[src/rtl/core/kvt_pkg.sv]
// Package for the key/value table: request and response payload types,
// request kinds and controller states. No dependencies.
`timescale 1ns / 1ps
`default_nettype none

package kvt_pkg;

  localparam int REQ_KEY_W = 32;
  localparam int VALUE_W   = 64;

  typedef enum logic [1:0] {
    REQ_LOOKUP = 2'd0,
    REQ_PUT    = 2'd1,
    REQ_REMOVE = 2'd2,
    REQ_PROBE  = 2'd3
  } kvt_req_e;

  typedef struct packed {
    kvt_req_e               req_type;
    logic [REQ_KEY_W-1:0]   lookup_key;
    logic [VALUE_W-1:0]     new_value;
  } kvt_req_t;

  typedef struct packed {
    logic                   found;
    logic [VALUE_W-1:0]     value_out;
    logic                   status;
  } kvt_rsp_t;

  typedef enum logic [2:0] {
    ST_CLEAR,
    ST_IDLE,
    ST_SCAN,
    ST_DRAIN,
    ST_DONE
  } kvt_state_e;

endpackage

`default_nettype wire

[src/rtl/core/kvt_mem.sv]
// Slot memory of the key/value table: one write port, one read port with
// registered read data. No package dependencies.
`timescale 1ns / 1ps
`default_nettype none

module kvt_mem #(
  parameter int DEPTH  = 16,
  parameter int ADDR_W = 4,
  parameter int DATA_W = 97
) (
  input  wire logic              clk,
  input  wire logic              wr_en,
  input  wire logic [ADDR_W-1:0] wr_addr,
  input  wire logic [DATA_W-1:0] wr_data,
  input  wire logic              rd_en,
  input  wire logic [ADDR_W-1:0] rd_addr,
  output logic      [DATA_W-1:0] rd_data
);

  logic [DATA_W-1:0] mem [DEPTH];

  always_ff @(posedge clk) begin
    if (wr_en) begin
      mem[wr_addr] <= wr_data;
    end
  end

  always_ff @(posedge clk) begin
    if (rd_en) begin
      rd_data <= mem[rd_addr];
    end
  end

endmodule

`default_nettype wire

[src/rtl/core/kvt_scan.sv]
// Scan controller of the key/value table: clearing pass, linear slot scan,
// write-back and result formation. Uses kvt_pkg; drives kvt_mem.
`timescale 1ns / 1ps
`default_nettype none

module kvt_scan #(
  parameter int TABLE_DEPTH = 16,
  parameter int KEY_BITS    = 32,
  localparam int AddrW = $clog2(TABLE_DEPTH),
  localparam int KeyW  = (KEY_BITS < kvt_pkg::REQ_KEY_W) ? KEY_BITS : kvt_pkg::REQ_KEY_W,
  localparam int DataW = 1 + KeyW + kvt_pkg::VALUE_W
) (
  input  wire logic             clk,
  input  wire logic             rst,
  input  wire logic             req_valid,
  output logic                  req_stall,
  input  wire kvt_pkg::kvt_req_t req,
  output logic                  res_valid,
  input  wire logic             res_ready,
  output kvt_pkg::kvt_rsp_t     res,
  output logic                  wr_en,
  output logic [AddrW-1:0]      wr_addr,
  output logic [DataW-1:0]      wr_data,
  output logic                  rd_en,
  output logic [AddrW-1:0]      rd_addr,
  input  wire logic [DataW-1:0] rd_data
);

  localparam logic [AddrW-1:0] LastIdx = AddrW'(TABLE_DEPTH - 1);

  kvt_pkg::kvt_state_e state, state_next;
  kvt_pkg::kvt_req_t   req_q;
  logic [AddrW-1:0]    idx, idx_next;
  logic                chk;
  logic [AddrW-1:0]    chk_idx;
  logic                hit;
  logic [AddrW-1:0]    hit_idx;
  logic [kvt_pkg::VALUE_W-1:0] hit_value;
  logic                free_ok;
  logic [AddrW-1:0]    free_idx;

  logic                entry_valid;
  logic [KeyW-1:0]     entry_key;
  logic [KeyW-1:0]     req_key;
  logic                accept;

  assign entry_valid = rd_data[DataW-1];
  assign entry_key   = rd_data[DataW-2 -: KeyW];
  assign req_key     = req_q.lookup_key[KeyW-1:0];
  assign accept      = req_valid && !req_stall;

  always_ff @(posedge clk) begin
    if (rst) begin
      state <= kvt_pkg::ST_CLEAR;
      idx   <= '0;
      chk   <= 1'b0;
    end else begin
      state <= state_next;
      idx   <= idx_next;
      chk   <= rd_en;
    end
  end

  // Match and free-slot tracking; first hit and lowest free slot win.
  always_ff @(posedge clk) begin
    if (rst) begin
      hit     <= 1'b0;
      free_ok <= 1'b0;
    end else if (accept) begin
      hit     <= 1'b0;
      free_ok <= 1'b0;
    end else if (chk) begin
      if (entry_valid && entry_key == req_key && !hit) begin
        hit <= 1'b1;
      end
      if (!entry_valid && !free_ok) begin
        free_ok <= 1'b1;
      end
    end
  end

  always_ff @(posedge clk) begin
    chk_idx <= rd_addr;
    if (accept) begin
      req_q <= req;
    end
    if (chk && entry_valid && entry_key == req_key && !hit) begin
      hit_idx   <= chk_idx;
      hit_value <= rd_data[kvt_pkg::VALUE_W-1:0];
    end
    if (chk && !entry_valid && !free_ok) begin
      free_idx <= chk_idx;
    end
  end

  always_comb begin
    state_next = state;
    idx_next   = idx;
    req_stall  = 1'b1;
    res_valid  = 1'b0;
    rd_en      = 1'b0;
    rd_addr    = idx;
    wr_en      = 1'b0;
    wr_addr    = idx;
    wr_data    = '0;
    case (state)
      kvt_pkg::ST_CLEAR: begin
        wr_en    = 1'b1;
        idx_next = idx + 1'b1;
        if (idx == LastIdx) begin
          idx_next   = '0;
          state_next = kvt_pkg::ST_IDLE;
        end
      end
      kvt_pkg::ST_IDLE: begin
        req_stall = 1'b0;
        if (req_valid) begin
          idx_next   = '0;
          state_next = kvt_pkg::ST_SCAN;
        end
      end
      kvt_pkg::ST_SCAN: begin
        rd_en    = 1'b1;
        idx_next = idx + 1'b1;
        if (idx == LastIdx) begin
          idx_next   = '0;
          state_next = kvt_pkg::ST_DRAIN;
        end
      end
      kvt_pkg::ST_DRAIN: begin
        state_next = kvt_pkg::ST_DONE;
      end
      kvt_pkg::ST_DONE: begin
        res_valid = 1'b1;
        case (req_q.req_type)
          kvt_pkg::REQ_PUT: begin
            wr_data = {1'b1, req_key, req_q.new_value};
            if (hit) begin
              wr_en   = res_ready;
              wr_addr = hit_idx;
            end else if (free_ok) begin
              wr_en   = res_ready;
              wr_addr = free_idx;
            end
          end
          kvt_pkg::REQ_REMOVE: begin
            wr_data = {1'b0, req_key, req_q.new_value};
            wr_en   = res_ready && hit;
            wr_addr = hit_idx;
          end
          default: begin
            wr_en = 1'b0;
          end
        endcase
        if (res_ready) begin
          state_next = kvt_pkg::ST_IDLE;
        end
      end
      default: begin
        state_next = kvt_pkg::ST_CLEAR;
        idx_next   = '0;
      end
    endcase
  end

  always_comb begin
    res.found     = hit;
    res.value_out = (req_q.req_type == kvt_pkg::REQ_LOOKUP && hit) ? hit_value : '0;
    res.status    = (req_q.req_type == kvt_pkg::REQ_PUT) && !hit && !free_ok;
  end

  a_write_window: assert property (@(posedge clk) disable iff (rst)
    wr_en |-> (state == kvt_pkg::ST_CLEAR || (state == kvt_pkg::ST_DONE && res_ready)))
    else $error("slot write outside clearing pass or write-back");

  a_full_is_miss: assert property (@(posedge clk) disable iff (rst)
    (res_valid && res.status) |-> (!res.found && req_q.req_type == kvt_pkg::REQ_PUT))
    else $error("full status on a hit or on a non-put request");

  a_value_needs_hit: assert property (@(posedge clk) disable iff (rst)
    (res_valid && res.value_out != '0) |-> res.found)
    else $error("nonzero value returned without a hit");

  a_no_stray_read: assert property (@(posedge clk) disable iff (rst)
    (state == kvt_pkg::ST_IDLE || state == kvt_pkg::ST_CLEAR) |-> !rd_en)
    else $error("slot read outside a scan");

endmodule

`default_nettype wire

[src/rtl/core/key_value_table.sv]
// Key/value table top level: scan controller, slot memory and response
// register. Uses kvt_pkg, kvt_scan and kvt_mem.
//
// Fixed-capacity table of unique key/value pairs searched linearly. Each
// request (lookup, put, remove, probe) yields exactly one response; found
// reports whether the key was present before the request. After reset the
// block runs a clearing pass over every slot with req_stall high, then
// takes one request at a time. A request reads every slot once through the
// single read port of the slot memory, one slot per cycle; from acceptance
// to the next acceptance it passes through the slot reads, a drain state
// for the last read data, a state that writes back and hands over the
// response (held there until the output register can take it), and an
// idle state. A put of a new key takes the lowest free slot; a put into a
// full table is dropped with status 1. Only the low min(KEY_BITS, 32) bits
// of lookup_key take part in matching. The response sits in an output
// register, so a stalled response does not block the next request until
// that one is ready to be handed over.
`timescale 1ns / 1ps
`default_nettype none

module key_value_table #(
  parameter int TABLE_DEPTH = 16,
  parameter int KEY_BITS    = 32
) (
  input  wire logic              clk,
  input  wire logic              rst,
  input  wire logic              req_valid,
  output logic                   req_stall,
  input  wire kvt_pkg::kvt_req_t req,
  output logic                   rsp_valid,
  input  wire logic              rsp_stall,
  output kvt_pkg::kvt_rsp_t      rsp
);

  localparam int AddrW = $clog2(TABLE_DEPTH);
  localparam int KeyW  = (KEY_BITS < kvt_pkg::REQ_KEY_W) ? KEY_BITS : kvt_pkg::REQ_KEY_W;
  localparam int DataW = 1 + KeyW + kvt_pkg::VALUE_W;

  logic              res_valid;
  logic              res_ready;
  kvt_pkg::kvt_rsp_t res;

  logic              wr_en;
  logic [AddrW-1:0]  wr_addr;
  logic [DataW-1:0]  wr_data;
  logic              rd_en;
  logic [AddrW-1:0]  rd_addr;
  logic [DataW-1:0]  rd_data;

  kvt_scan #(
    .TABLE_DEPTH (TABLE_DEPTH),
    .KEY_BITS    (KEY_BITS)
  ) u_scan (
    .clk       (clk),
    .rst       (rst),
    .req_valid (req_valid),
    .req_stall (req_stall),
    .req       (req),
    .res_valid (res_valid),
    .res_ready (res_ready),
    .res       (res),
    .wr_en     (wr_en),
    .wr_addr   (wr_addr),
    .wr_data   (wr_data),
    .rd_en     (rd_en),
    .rd_addr   (rd_addr),
    .rd_data   (rd_data)
  );

  kvt_mem #(
    .DEPTH  (TABLE_DEPTH),
    .ADDR_W (AddrW),
    .DATA_W (DataW)
  ) u_mem (
    .clk     (clk),
    .wr_en   (wr_en),
    .wr_addr (wr_addr),
    .wr_data (wr_data),
    .rd_en   (rd_en),
    .rd_addr (rd_addr),
    .rd_data (rd_data)
  );

  // Take a new response when the output register is empty or draining now.
  assign res_ready = !rsp_valid || !rsp_stall;

  // Hold the response while stalled; advance when the register frees up.
  always_ff @(posedge clk) begin
    if (rst) begin
      rsp_valid <= 1'b0;
    end else if (res_ready) begin
      rsp_valid <= res_valid;
    end
  end

  always_ff @(posedge clk) begin
    if (res_valid && res_ready) begin
      rsp <= res;
    end
  end

endmodule

`default_nettype wire
[config.mk]
export PLATFORM = sky130hd
export DESIGN_NAME = key_value_table
export DESIGN_NICKNAME = d
export VERILOG_FILES = /design/src/rtl/core/kvt_pkg.sv /design/src/rtl/core/kvt_mem.sv /design/src/rtl/core/kvt_scan.sv /design/src/rtl/core/key_value_table.sv
export SDC_FILE = /design/constraint.sdc
export NUM_CORES = 2
export LEC_CHECK = 0
export BUFFER_PORTS_ARGS = -buffer_cell sky130_fd_sc_hd__buf_2
export CAP_MARGIN = 5
export CORE_MARGIN = 4
export CORE_UTILIZATION = 62
export DETAILED_ROUTE_END_ITERATION = 16
export PLACE_DENSITY = 0.79
export SYNTH_ARGS = -nofsm -noshare
export SYNTH_HDL_FRONTEND = slang
export SYNTH_SLANG_ARGS = --single-unit
[constraint.sdc]
create_clock -name clk -period 10.3 [get_ports clk]
set_clock_uncertainty 0.1 [all_clocks]
set_input_delay 0 -clock clk [delete_from_list [all_inputs] [get_ports clk]]
set_output_delay 0 -clock clk [all_outputs]
set_load 0.05 [all_outputs]
# After elaboration in Yosys (flattened, before gate mapping)
# Memories as Yosys holds them, arrays and structs flattened. A register that Yosys moved wholly into a read port is not among the register bits.
# Cells that the tools add are included.
# op_classes
bitwise_logic	1
addsub	1
n_reduce_logical	29
muxes	23
n_eq_ne	12
# op_table
op	count
case mux 97 bit (2 select lines)	1
two-way mux 97 bit	1
== test 32 bit	1
two-way mux 4 bit	5
case mux 3 bit (5 select lines)	1
logical AND 1 bit	14
two-way mux 3 bit	4
case mux 4 bit (3 select lines)	1
case mux 4 bit (2 select lines)	1
two-way mux 1 bit	7
== test 3 x 2 -> 1 bit (second input constant)	2
AND reduction 2 bit	3
OR reduction 2 bit	3
logical NOT 1 bit	5
adder 4 x 1 -> 4 bit (second input constant)	1
== test 4 bit (second input constant)	1
!= test 2 x 1 -> 1 bit (second input constant)	2
!= test 2 bit (second input constant)	2
case mux 1 bit (2 select lines)	2
AND reduction 4 bit	1
== test 3 x 1 -> 1 bit (second input constant)	1
== test 3 bit (second input constant)	1
logical NOT 3 bit	1
== test 2 x 1 -> 1 bit (second input constant)	1
other kinds (4)	4
# word_totals
ramBits	1552
reg_bits	251
out_inout_bits	68
mem_count	1
in_bits	102
wordCells	83
# memory_table
memory	depth	word_bits	read_ports	rd_clocked_by_memory_dff	write_ports	line_no	text
u_mem.mem	16	97	1	1	1	kvt_mem.sv:20	logic [DATA_W-1:0] mem [DEPTH];

# Logic depth before layout (Yosys ltp)
# depth
ltp_word	8
mapped_depth	8
ltp_nobuf	7

# By module
# Synthesis repeated with hierarchy kept, for this count alone.
# unflattened
hier_cells	3050
area_unflattened_um2	70268.6
# by_module_without_submodules
module	cells_per_inst	seq_area_each_um2	n_inst	area_each_um2
kvt_mem	2484	49517.5	1	60838.3
kvt_scan	495	5385.2	1	7409.6
key_value_table	71	2001.9	1	2020.7

# Worst setup path before layout
# Ideal clock, no wire load.
# synth_path
kind	reg2reg
startpoint	register u_scan.req_q[97] (netlist name)
endpoint	memory u_mem.mem[10][0] (enable)
setup_slack_ns	0.863
n_path_buf	1
synth_period_minus_slack_ns	9.437
required_ns	9.508
path_stages_with_launch	9
arrival_ns	8.645
setup_ns	0.692
path_cell_list	edfxtp_1 > inv_1 > ha_1 > buf_4 > a21oi_1 > nand4bb_1 > a211oi_2 > o2111ai_1 > nor3b_1
# synth_via
elab_chain_len	5
elab_cells_between_ends	8
classes_between	2 x eq/ne; 6 x mux
# synth_rtl
item	line_no	text
from (decl)	kvt_scan.sv:32	kvt_pkg::kvt_req_t req_q;
from (signal assigned)	kvt_scan.sv:85	req_q <= req;
== test 2 bit or == test 2 x 1 -> 1 bit (tied branches)	kvt_scan.sv:135	case (req_q.req_type)
case mux 1 bit (2 select lines)	kvt_scan.sv:135	
case mux 1 bit (2 select lines)	kvt_scan.sv:106	case (state)
two-way mux 1 bit	kvt_mem.sv:23	if (wr_en) begin
two-way mux 1 bit (implied by the code)	kvt_mem.sv:24	mem[wr_addr] <= wr_data;
to (decl)	kvt_mem.sv:20	
# Parallel ways exist; a longest one is shown, timed or not.

# Worst setup path after layout
# layout_path
startpoint	register u_scan.req_q[97] (netlist name)
endpoint	memory u_mem.mem[13][67] (enable)
# The elaborated chain is that of the path after synthesis.

==> impl_metrics.ini <==
[timing]
rsz0062_at_grt = false
period_needed_ns = 5.03
fin_setup_tns_ns = 0
fmax_ghz = 0.199
hold_ws_ns = 0.0751
period_share_pct = 48.9
maxSlewHeadroom_pct = 2.04
hold_viol = 0
drv_slew = 0
setup_violations = 0
worst_pin_slew_ns = 1.47
layout_setup_ws_ns = 5.27

[critical_path]
endpoint_kind = register
cp-start-kind = register
critPathKind = reg2reg
crit_fanout = 41
worstPathRequired_ns = 10.60
cp.arrival_ns = 5.33
rr_worst_depth = 9

[logic_synthesis]
ys_seq_area_share_pct = 79.8
synth_cell_types = 47
synth-main-ff-cell = edfxtp_1
synth_edf_count = 1885
syn_inst = 3171
synth.ff_latch_count = 1900
syn_avg_cell_area_sq_um = 22.5
synthArstFlopShare_pct = 0
synth_nets = 3277
ys_warn_count = 0
synth_area_sq_mm = 0.0714

[clocking]
clock_path_buffers = 3
cts_tree = built
cts_hold_buffers = 200
post-cts-setup-buffer-count = 0
cts.sinks = 1900
clkTransAtPathRegs_ns = 0.07
clk-insertion-delay-late_ns = 0.80
clockRootBuffer = clkbuf_16
htreeDepth = 4
numCtsBuffers = 178
post_cts_resize_count = 0

[finish]
nNetsFinal = 3705
layout.cells.most_common = edfxtp_1
drive_above_1_share_pct = 24.3
nFillCells = 6140
final_cell_mix = edfxtp_1 (1885), mux4_2 (388), dlygate4sd3_1 (200)
diodes = 0
syn_to_final_growth_pct = 14.5
postLayoutCellArea_sq_mm = 0.0817

[die]
die_w_um = 347
coreArea_sq_mm = 0.114
start_util_pct = 62.4
dieHeight_um = 347
boundaryPins = 170
dieArea_sq_mm = 0.121
rows = 124

[power_and_ir_drop]
leakage_nw = 28.3
ir_drop_uv = 185
p_per_area_mw_per_mm2 = 197
power_mw = 16.1

[global_route]
track_usage_pct = 28.9
antenna_found_initial = 1
grt_pass1_wl_um = 254000
grt_max_degree = 175
gr-total-overflow = 0
grt_pass1_vias = 36800

[detailed_routing]
via_per_inst = 6.71
antenna_left = 0
wl_per_cell_um = 32.6
drtIter0Drc = 5346
firstDrtPassIters = 7
routed_wl_um = 172000
vias = 35300
drc = 0

[run]
drv_cap = 0

[outcome]
status = finished, final reports clean

[placement]
dp_slack_ns = 5.42
dpl-instance-area_sq_mm = 0.0738
portBuffers = 169
hpwlAfterDp_um = 79400
gp_congestion = 0.796

[worst_hold_path]
holdPathStages = 3
hold_path_class = in2reg
==> synth_stat cells (3+ instances only) <==
cell type	count	area share, %
nand3_1	9	0.063
buf_4	20	0.21
inv_1	5	0.026
dfxtp_1	15	0.42
and2_1	98	0.86
o21ai_0	4	0.028
nand2_1	11	0.058
mux4_2	388	12
a31oi_1	3	0.026
nor3b_1	3	0.032
buf_2	33	0.23
edfxtp_1	1885	79
ha_1	4	0.070
xnor2_1	8	0.098
nand4b_1	3	0.037
nor4_1	7	0.061
a211oi_1	97	1.0
buf_1	3	0.016
nand4_1	3	0.026
nor2_1	26	0.14
xor2_1	26	0.32
and3_1	65	0.57
buf_6	12	0.19
nor2b_1	101	0.89
a21oi_1	109	0.76
clkbuf_1	105	0.55
or3_1	5	0.044
mux2i_1	98	1.4
==> area by class of cell <==
cell class	count	area, sq um	area share [%]
inverters	5	18.8	0.0230
clock buffers	213	4730	5.79
multi-input cells	1092	13700	16.8
flip-flops and latches	1900	56900	69.7
repair buffers	422	3300	4.03
well taps	1512	1890	2.32
clock inverters	115	1140	1.39
==> cells by family (layout without fill, tap and decap cells) <==
group           after synthesis  in the layout  share of synthesized area [%]
compound gates              226            226                           2.00
xor+xnor                     34             34                          0.417
fa+ha+maj                     4              4                         0.0701
buf+inv                     179            755                           1.23
flops                      1900           1900                           79.8
mux                         486            486                           13.6
simple gates                342            342                           2.91
==> stage by stage <==
step | cells | util (%)
2_1_floorplan | 3171 | -
3_3_place_gp | 4731 | 64.6
3_5_place_dp | 4731 | 64.6
4_1_cts | 5259 | 71.5
5_1_grt | 5259 | 71.5
6_report | 5259 | 71.5
==> final timing paths <==
kind / start / slack (ns) / endpoint
min: rst / 0.08 / u_scan.rd_addr[1]$_SDFFE_PP0P_
max: u_scan.req_q[97]$_DFFE_PP_ / 5.27 / u_mem.mem[13][67]$_DFFE_PP_
min reg2reg: u_mem.rd_data[15]$_DFFE_PP_ / 0.31 / u_scan.hit_value[15]$_DFFE_PP_
max reg2reg: u_scan.req_q[97]$_DFFE_PP_ / 5.27 / u_mem.mem[13][67]$_DFFE_PP_
==> metal layers <==
layer  GRT usage (%)  share of wire [%]
met5               0                  0
met4            10.9                4.0
met3            5.86                9.6
met2            47.9                 51
met1            38.7                 35
==> critical path: stages, from the launching register on <==
cell and delay [ns]:
edfxtp_1 0.43, inv_1 0.12, ha_1 0.39, inv_1 0.15, o311ai_2 0.48, o22ai_1 0.17, or3_1 0.59, nor2_4 0.73
buf_4 0.65, buf_4 0.74
==> state kept, by name (all words and copies together) (netlist names), 3 cells and up <==
register / cells
rsp: 66
u_scan.hit_idx: 4
u_scan.state: 3
u_scan.req_key: 32
u_scan.hit_value: 64
u_scan.req_q: 66
u_scan.chk_idx: 4
u_scan.rd_addr: 4
u_mem.mem: 1552
u_scan.free_idx: 4
u_mem.rd_data: 97
==> where the power goes <==
part | internal [mW] | leakage, nW | switching, mW | total [mW]
Clock | 3.78 | 2.88 | 2.88 | 6.66
Combinational | 0.375 | 5.91 | 0.431 | 0.805
Sequential | 8.56 | 19.5 | 0.0691 | 8.63
No activity file was read; power rests on OpenSTA's default activity.
